### config.mk
export PLATFORM = sky130hd
export DESIGN_NAME = bus_poll_frame_receiver
export DESIGN_NICKNAME = d
export VERILOG_FILES = /design/src/bpfr_pkg.sv /design/src/bpfr_unescape.sv /design/src/bpfr_parser.sv /design/src/bpfr_out_reg.sv /design/src/bus_poll_frame_receiver.sv
export SDC_FILE = /design/constraint.sdc
export NUM_CORES = 1
export LEC_CHECK = 0
export BUFFER_PORTS_ARGS = -buffer_cell sky130_fd_sc_hd__buf_2
export CORE_AREA = 2 2 110 112
export DETAILED_ROUTE_END_ITERATION = 7
export DIE_AREA = 0 0 112 114
export MAX_ROUTING_LAYER = met4
export PLACE_DENSITY = 0.72
export SYNTH_ARGS = -nofsm -noshare
export SYNTH_HDL_FRONTEND = slang
export SYNTH_SLANG_ARGS = --single-unit
export TNS_END_PERCENT = 30
### constraint.sdc
create_clock -name clk -period 15.5 [get_ports clk]
set_clock_uncertainty 0.05 [all_clocks]
set_input_delay 1.55 -clock clk [delete_from_list [all_inputs] [get_ports clk]]
set_output_delay 1.55 -clock clk [all_outputs]
set_load 0.01 [all_outputs]
### src/bpfr_pkg.sv
`default_nettype none
package bpfr_pkg;

  // Commands carried in s_tuser.
  localparam logic [1:0] CMD_BYTE    = 2'd0;
  localparam logic [1:0] CMD_TIMEOUT = 2'd1;
  localparam logic [1:0] CMD_DONE    = 2'd2;

  // Event kinds carried in m_tuser.
  localparam logic [1:0] EV_TALK   = 2'd0;
  localparam logic [1:0] EV_HEADER = 2'd1;
  localparam logic [1:0] EV_SYMBOL = 2'd2;
  localparam logic [1:0] EV_FAIL   = 2'd3;

  localparam logic [7:0] ESC_BYTE      = 8'd16;
  localparam logic [7:0] RAW_SYNC      = 8'd128;
  localparam logic [7:0] RAW_START     = 8'd129;
  localparam logic [7:0] ESC_SYNC      = 8'd192;
  localparam logic [7:0] ESC_START     = 8'd193;
  localparam logic [7:0] ESC_ESC       = 8'd194;
  localparam logic [8:0] SYM_SYNC      = 9'd256;
  localparam logic [8:0] SYM_START     = 9'd257;
  localparam logic [8:0] SYM_BROADCAST = 9'd255;
  localparam logic [7:0] POLL_OK_SUM   = 8'hFF;

  localparam int          ADDR_W       = 6;
  localparam logic [5:0]  ADDR_RESET   = 6'd1;
  localparam logic [0:0]  REG_MY_ADDR  = 1'b0;

  typedef enum logic [6:0] {
    PH_HUNT    = 7'b0000001,
    PH_DEVID   = 7'b0000010,
    PH_PCSUM   = 7'b0000100,
    PH_START   = 7'b0001000,
    PH_ADDR    = 7'b0010000,
    PH_LEN     = 7'b0100000,
    PH_PAYLOAD = 7'b1000000
  } phase_t;

  // One decoded step from the unescaper.
  typedef struct packed {
    logic       sym_valid;
    logic       fail;
    logic       done;
    logic [8:0] sym;
  } dec_t;

  typedef struct packed {
    logic [1:0] kind;
    logic [8:0] symbol;
    logic [7:0] sender_id;
    logic [8:0] message_length;
    logic [7:0] header_sum;
  } res_t;

endpackage
`default_nettype wire

### src/bpfr_unescape.sv
`default_nettype none
module bpfr_unescape (
  input  wire logic          clk,
  input  wire logic          rst,
  input  wire logic          step,
  input  wire logic [1:0]    cmd,
  input  wire logic [7:0]    raw_byte,
  input  wire logic          in_payload,
  output bpfr_pkg::dec_t     dec
);
  import bpfr_pkg::*;

  logic escape_pending;
  logic escape_pending_next;

  always_comb begin
    dec = '0;
    escape_pending_next = escape_pending;
    case (cmd)
      CMD_TIMEOUT: begin
        dec.fail = 1'b1;
        escape_pending_next = 1'b0;
      end
      CMD_DONE: begin
        dec.done = 1'b1;
        if (in_payload) begin
          escape_pending_next = 1'b0;
        end
      end
      CMD_BYTE: begin
        if (escape_pending) begin
          escape_pending_next = 1'b0;
          if (raw_byte == ESC_SYNC) begin
            dec.sym_valid = 1'b1;
            dec.sym = {1'b0, RAW_SYNC};
          end else if (raw_byte == ESC_START) begin
            dec.sym_valid = 1'b1;
            dec.sym = {1'b0, RAW_START};
          end else if (raw_byte == ESC_ESC) begin
            dec.sym_valid = 1'b1;
            dec.sym = {1'b0, ESC_BYTE};
          end else begin
            dec.fail = 1'b1;
          end
        end else if (raw_byte == ESC_BYTE) begin
          escape_pending_next = 1'b1;
        end else if (raw_byte == RAW_SYNC) begin
          dec.sym_valid = 1'b1;
          dec.sym = SYM_SYNC;
        end else if (raw_byte == RAW_START) begin
          dec.sym_valid = 1'b1;
          dec.sym = SYM_START;
        end else begin
          dec.sym_valid = 1'b1;
          dec.sym = {1'b0, raw_byte};
        end
      end
      default: begin
      end
    endcase
  end

  always_ff @(posedge clk) begin
    if (rst) begin
      escape_pending <= 1'b0;
    end else if (step) begin
      escape_pending <= escape_pending_next;
    end
  end

endmodule
`default_nettype wire

### src/bpfr_parser.sv
`default_nettype none
module bpfr_parser (
  input  wire logic          clk,
  input  wire logic          rst,
  input  wire logic          step,
  input  wire bpfr_pkg::dec_t dec,
  input  wire logic [5:0]    my_address,
  output logic               in_payload,
  output logic               res_valid,
  output bpfr_pkg::res_t     res
);
  import bpfr_pkg::*;

  phase_t     phase, phase_next;
  logic [7:0] poll_sum, poll_sum_next;
  logic [7:0] polled_id, polled_id_next;
  logic [7:0] running_sum, running_sum_next;
  logic [7:0] lo;
  logic [7:0] sum_add;

  assign in_payload = (phase == PH_PAYLOAD);
  assign lo = dec.sym[7:0];

  always_comb begin
    phase_next       = phase;
    poll_sum_next    = poll_sum;
    polled_id_next   = polled_id;
    running_sum_next = running_sum;
    res_valid        = 1'b0;
    res              = '0;
    res.sender_id    = polled_id;
    sum_add          = '0;
    if (dec.fail) begin
      if (phase == PH_PAYLOAD) begin
        res_valid = 1'b1;
        res.kind  = EV_FAIL;
      end else begin
        phase_next = PH_HUNT;
      end
    end else if (dec.done) begin
      if (phase == PH_PAYLOAD) begin
        phase_next = PH_HUNT;
      end
    end else if (dec.sym_valid) begin
      unique case (phase)
        PH_HUNT: begin
          if (dec.sym == SYM_SYNC) begin
            phase_next = PH_DEVID;
          end
        end
        PH_DEVID: begin
          polled_id_next = lo;
          poll_sum_next  = lo;
          phase_next     = PH_PCSUM;
        end
        PH_PCSUM: begin
          sum_add       = poll_sum + lo;
          poll_sum_next = sum_add;
          if (sum_add != POLL_OK_SUM) begin
            phase_next = PH_HUNT;
          end else if (polled_id == {2'b00, my_address}) begin
            phase_next = PH_HUNT;
            res_valid  = 1'b1;
            res.kind   = EV_TALK;
          end else begin
            phase_next = PH_START;
          end
        end
        PH_START: begin
          phase_next = (dec.sym == SYM_START) ? PH_ADDR : PH_HUNT;
        end
        PH_ADDR: begin
          running_sum_next = lo;
          // Tokens sit above every possible address, so they never match.
          if (dec.sym == {3'b000, my_address} || dec.sym == SYM_BROADCAST) begin
            phase_next = PH_LEN;
          end else begin
            phase_next = PH_HUNT;
          end
        end
        PH_LEN: begin
          sum_add            = running_sum + lo;
          running_sum_next   = sum_add;
          phase_next         = PH_PAYLOAD;
          res_valid          = 1'b1;
          res.kind           = EV_HEADER;
          res.message_length = dec.sym;
          res.header_sum     = sum_add;
        end
        PH_PAYLOAD: begin
          res_valid  = 1'b1;
          res.kind   = EV_SYMBOL;
          res.symbol = dec.sym;
        end
        default: begin
          phase_next = PH_HUNT;
        end
      endcase
    end
  end

  always_ff @(posedge clk) begin
    if (rst) begin
      phase       <= PH_HUNT;
      poll_sum    <= '0;
      polled_id   <= '0;
      running_sum <= '0;
    end else if (step) begin
      phase       <= phase_next;
      poll_sum    <= poll_sum_next;
      polled_id   <= polled_id_next;
      running_sum <= running_sum_next;
    end
  end

endmodule
`default_nettype wire

### src/bpfr_out_reg.sv
`default_nettype none
module bpfr_out_reg (
  input  wire logic           clk,
  input  wire logic           rst,
  input  wire logic           load,
  input  wire logic           res_valid,
  input  wire bpfr_pkg::res_t res,
  input  wire logic           m_tready,
  output logic                can_load,
  output logic                m_tvalid,
  output bpfr_pkg::res_t      m_res
);
  import bpfr_pkg::*;

  // The result register may be refilled in the cycle its item leaves.
  assign can_load = !m_tvalid || m_tready;

  always_ff @(posedge clk) begin
    if (rst) begin
      m_tvalid <= 1'b0;
    end else if (load) begin
      m_tvalid <= res_valid;
    end else if (m_tready) begin
      m_tvalid <= 1'b0;
    end
  end

  always_ff @(posedge clk) begin
    if (load && res_valid) begin
      m_res <= res;
    end
  end

endmodule
`default_nettype wire

### src/bus_poll_frame_receiver.sv
// Path: an accepted input item waits in the input register, which feeds the decode
// and parse logic; that logic loads the result register when the item advances
// (the result register is empty or being drained).
// Throughput: one input item per cycle; s_tready drops only while both the
// input register and the result register are full and m_tready is low.
// Reset (synchronous, active high) returns the parser to the sync hunt, clears
// the escape flag and the sums, empties both registers and sets my_address to 1.
`default_nettype none
module bus_poll_frame_receiver (
  input  wire logic        clk,
  input  wire logic        rst,
  input  wire logic        s_tvalid,
  output logic             s_tready,
  input  wire logic [7:0]  s_tdata,   // [7:0] raw_byte
  input  wire logic [1:0]  s_tuser,   // [1:0] cmd
  output logic             m_tvalid,
  input  wire logic        m_tready,
  // [8:0] symbol, [16:9] sender_id, [25:17] message_length, [33:26] header_sum
  output logic [39:0]      m_tdata,
  output logic [1:0]       m_tuser,   // [1:0] event_kind
  input  wire logic        psel,
  input  wire logic        penable,
  input  wire logic        pwrite,
  input  wire logic [2:0]  paddr,
  input  wire logic [31:0] pwdata,
  output logic [31:0]      prdata,
  output logic             pready
);
  import bpfr_pkg::*;

  logic       in_valid;
  logic [1:0] in_cmd;
  logic [7:0] in_byte;
  logic [5:0] my_address;
  logic       advance;
  logic       can_load;
  logic       in_payload;
  logic       res_valid;
  dec_t       dec;
  res_t       res;
  res_t       m_res;

  // Configuration port.
  assign pready = 1'b1;
  assign prdata = (paddr[2] == REG_MY_ADDR) ? {26'd0, my_address} : 32'd0;

  always_ff @(posedge clk) begin
    if (rst) begin
      my_address <= ADDR_RESET;
    end else if (psel && penable && pwrite && paddr[2] == REG_MY_ADDR) begin
      my_address <= pwdata[ADDR_W-1:0];
    end
  end

  // Input register.
  assign advance  = in_valid && can_load;
  assign s_tready = !in_valid || can_load;

  always_ff @(posedge clk) begin
    if (rst) begin
      in_valid <= 1'b0;
    end else if (s_tready) begin
      in_valid <= s_tvalid;
    end
  end

  always_ff @(posedge clk) begin
    if (s_tvalid && s_tready) begin
      in_cmd  <= s_tuser;
      in_byte <= s_tdata;
    end
  end

  bpfr_unescape u_unescape (
    .clk        (clk),
    .rst        (rst),
    .step       (advance),
    .cmd        (in_cmd),
    .raw_byte   (in_byte),
    .in_payload (in_payload),
    .dec        (dec)
  );

  bpfr_parser u_parser (
    .clk        (clk),
    .rst        (rst),
    .step       (advance),
    .dec        (dec),
    .my_address (my_address),
    .in_payload (in_payload),
    .res_valid  (res_valid),
    .res        (res)
  );

  bpfr_out_reg u_out_reg (
    .clk       (clk),
    .rst       (rst),
    .load      (advance),
    .res_valid (res_valid),
    .res       (res),
    .m_tready  (m_tready),
    .can_load  (can_load),
    .m_tvalid  (m_tvalid),
    .m_res     (m_res)
  );

  assign m_tuser = m_res.kind;
  assign m_tdata = {6'd0, m_res.header_sum, m_res.message_length,
                    m_res.sender_id, m_res.symbol};

endmodule
`default_nettype wire

==> flow_summary_export.csv <==
group,metric,value,unit
drt,drtIter0Drc,358,
placement,numPortBuffers,67,
drt,ant_nets,0,
final_layout,final_area,5520,um^2
placement,pre_cts_slack,11070,ps
global_routing,grt-ovfl-total,0,
final_layout,final_cell_mix,"nor2_1 (80), buf_2 (67), edfxtp_1 (46)",
sta,fin_crit,4490,ps
sta,worstMarginPinSlew,762,ps
drt,vias_per_cell,5.45,
power_and_ir_drop,power_frac_comb,7.6,%
floorplanning,die_h,114,um
floorplanning,die_w,112,um
clocking,numCtsBuffers,9,
sta,hold_ws,417,ps
yosys,async_flop_share,0,%
global_routing,grt_max_degree,38,
power_and_ir_drop,p_switching,116,uW
yosys,synthTopCellsByArea,"edfxtp_1 (28%), dfxtp_1 (16%), nor2_1 (6.1%), buf_4 (5.4%), ha_1 (3.6%)",
clocking,tritoncts,"built",
final_layout,insertedDiodeCount,0,
sta,hold_viol,0,
floorplanning,start_util,41.9,%
global_routing,grt_pass1_wl,18200,um
sta,fin_crit_sh,29.0,%
floorplanning,core-area,11700,um^2
yosys,ys_ff_latch,86,
sta,clock.fmax,223,MHz
final_layout,final_nets,638,
yosys,synth.top_cell.area_share,28.2,%
power_and_ir_drop,power_frac_seq,49.4,%
power_and_ir_drop,power_density,90.4,nW/um^2
critical_path,path_max_fanout,36,
yosys,postSynthAreaPerCell,9.58,um^2
drt,drc,0,
yosys,netlist.top_cell.by_area,"edfxtp_1",
yosys,ys_seq_area_share,44.5,%
floorplanning,dieArea,12800,um^2
critical_path,path_cells,"nor3_2, nand2_1, inv_1, ha_1, a211oi_1, nor2_1, o311ai_0, nand4_1, nor2_1, a21oi_1, o22ai_2, buf_4",
critical_path,critical_path.most_common_cell,"nor2_1",
yosys,synth_cell_types,77,
sta,setup_viol,0,
critical_path,setup.worst_path.end_class,"register",
power_and_ir_drop,p_int,383,uW
floorplanning,pin_count,129,
final_layout,final_common_cell,"nor2_1",
global_routing,grt_use_total,18.4,%
critical_path,required,15440,ps
status,status,"finished clean",
sta,fin_tns_setup,0,ps
clocking,clock_path_buffers,2,
critical_path,critical_path_class,"reg -> reg",
sta,rsz0062_at_grt,"false",
clocking,postCtsSetupRepairBufs,0,
global_routing,antenna_found_initial,0,
yosys,syn_area,4910,um^2
placement,globalplace.congestion,0.867,
clocking,root_buffer,"clkbuf_16",
clocking,cts-hold-fix-buffers,0,
critical_path,worstSetupStartpointType,"register",
drt,post_drt_wl_per_cell,15.5,um
yosys,synth_edf_count,46,
clocking,cts-htree-levels,3,
critical_path,cpPeakStageDelay,510,ps
critical_path,slowest_stage,"o311ai_0",
yosys,synthFlopType,"edfxtp_1",
job,maxCapViolCount,0,
final_layout,layout-drive-gt1-share,18.1,%
clocking,post_cts_resize_count,0,
drt,vias,3938,
clocking,cts_sinks,86,
power_and_ir_drop,clkPwrFrac,42.9,%
worst_hold_path,hp-class,"reg -> reg",
final_layout,area.growth.synth_to_final,12.5,%
placement,post-dp-hpwl,8060,um
critical_path,critical_path.top_delay_family,"simple AND/OR/NAND/NOR gates",
yosys,synthCells,512,
drt,drt_wl_total,11200,um
sta,drv_slew,0,
placement,dpl_cell_area,5220,um^2
yosys,yosysWarnings,0,
power_and_ir_drop,leakage,0.00236,uW
clocking,clock_latency,340,ps
critical_path,crit_arrival,4420,ps
drt,first_pass_iters,5,
power_and_ir_drop,swShare,23.3,%
sta,slew_headroom,49.2,%
floorplanning,rows,40,
critical_path,worst-path-buf-inv,2,
power_and_ir_drop,ir_worst_vdd,0.0000594,V
sta,worst_slack,11010,ps
global_routing,grt_pass1_vias,3613,
clocking,path_clk_slew,60,ps
flip-flops by register name, summed over array words and instances (netlist names):
name                       count
u_parser.running_sum           8
u_unescape.escape_pending      1
u_parser.poll_sum              8
u_out_reg.m_tvalid             1
in_valid                       1
u_parser.phase                 7
in_byte                        8
in_cmd                         2
u_parser.polled_id             8
u_out_reg.m_res               36
my_address                     6
area by class of cell:
class	count	area (um^2)
flip-flops and latches	86	2180
clock inverters	4	47.5
well taps	147	184
repair buffers	70	358
inverters	18	67.6
multi-input cells	385	2430
clock buffers	12	246
fillers	1105	6190
cell families (layout without fill, tap and decap cells):
group           after synthesis  count (layout)  synth area share [%]
fa+ha+maj                    16              16                  4.39
buf+inv                      72             104                  8.57
compound gates               98              98                  13.4
other cells                   2              33                 0.153
flops                        86              86                  44.5
xor+xnor                     19              19                  3.67
mux                          17              17                  3.49
simple gates                202             202                  21.9
synthesized netlist by cell type (all sizes together) (6+ instances only):
| cell type | count |
|---|---|
| nor2 | 82 |
| edfxtp | 46 |
| buf | 40 |
| dfxtp | 40 |
| nand2 | 32 |
| a21oi | 25 |
| o21ai | 22 |
| inv | 18 |
| mux2i | 16 |
| a211oi | 14 |
| clkbuf | 14 |
| ha | 14 |
| nor2b | 12 |
| nor3 | 10 |
| xnor2 | 10 |
| xor2 | 8 |
| nand2b | 7 |
| nand4 | 7 |
| nand3 | 6 |
| nor4 | 6 |
| or3 | 6 |
path summary, 6_finish.rpt:
| kind | start | endpoint | cells after the start | slack [ps] |
|---|---|---|---|---|
| hold reg to reg | u_parser.polled_id[6] | u_out_reg.m_res[23] | 0 | 420 |
| setup reg to reg | in_cmd[1] | u_out_reg.m_res[16] | 12 | 11010 |
| hold / removal | u_parser.polled_id[6] | u_out_reg.m_res[23] | 0 | 420 |
| setup / recovery | in_cmd[1] | u_out_reg.m_res[16] | 12 | 11010 |
power by group through the flow:
| stage | logic, uW | registers (uW) | clock network (uW) |
|---|---|---|---|
| CTS | 37.6 | 246 | 217 |
| detailed placement | 37.3 | 251 | 0 |
| floorplan | 35.3 | 248 | 0 |
| global route | 41.8 | 247 | 228 |
| finish | 38.1 | 247 | 214 |
| global placement | 36.6 | 251 | 0 |
through the flow:
stage | std cells | utilization (%) | total power, uW
after floorplan | 543 | - | 284
final | 722 | 47.1 | 499
after global routing | 722 | 47.1 | 517
after CTS | 722 | 47.1 | 501
after detailed placement | 706 | 44.6 | 289
after global placement | 706 | 44.6 | 288
routing by layer:
layer	vias up	track usage (%)	wire, um	part of all wire [%]
met2	174	29.6	5300	47
met5	-	-	0	0
met3	14	3.56	808	7.2
li1	1901	-	-	-
met4	0	6.10	160	1.4
met1	1849	23.6	4950	44
Power figures use the tool's default switching activity.
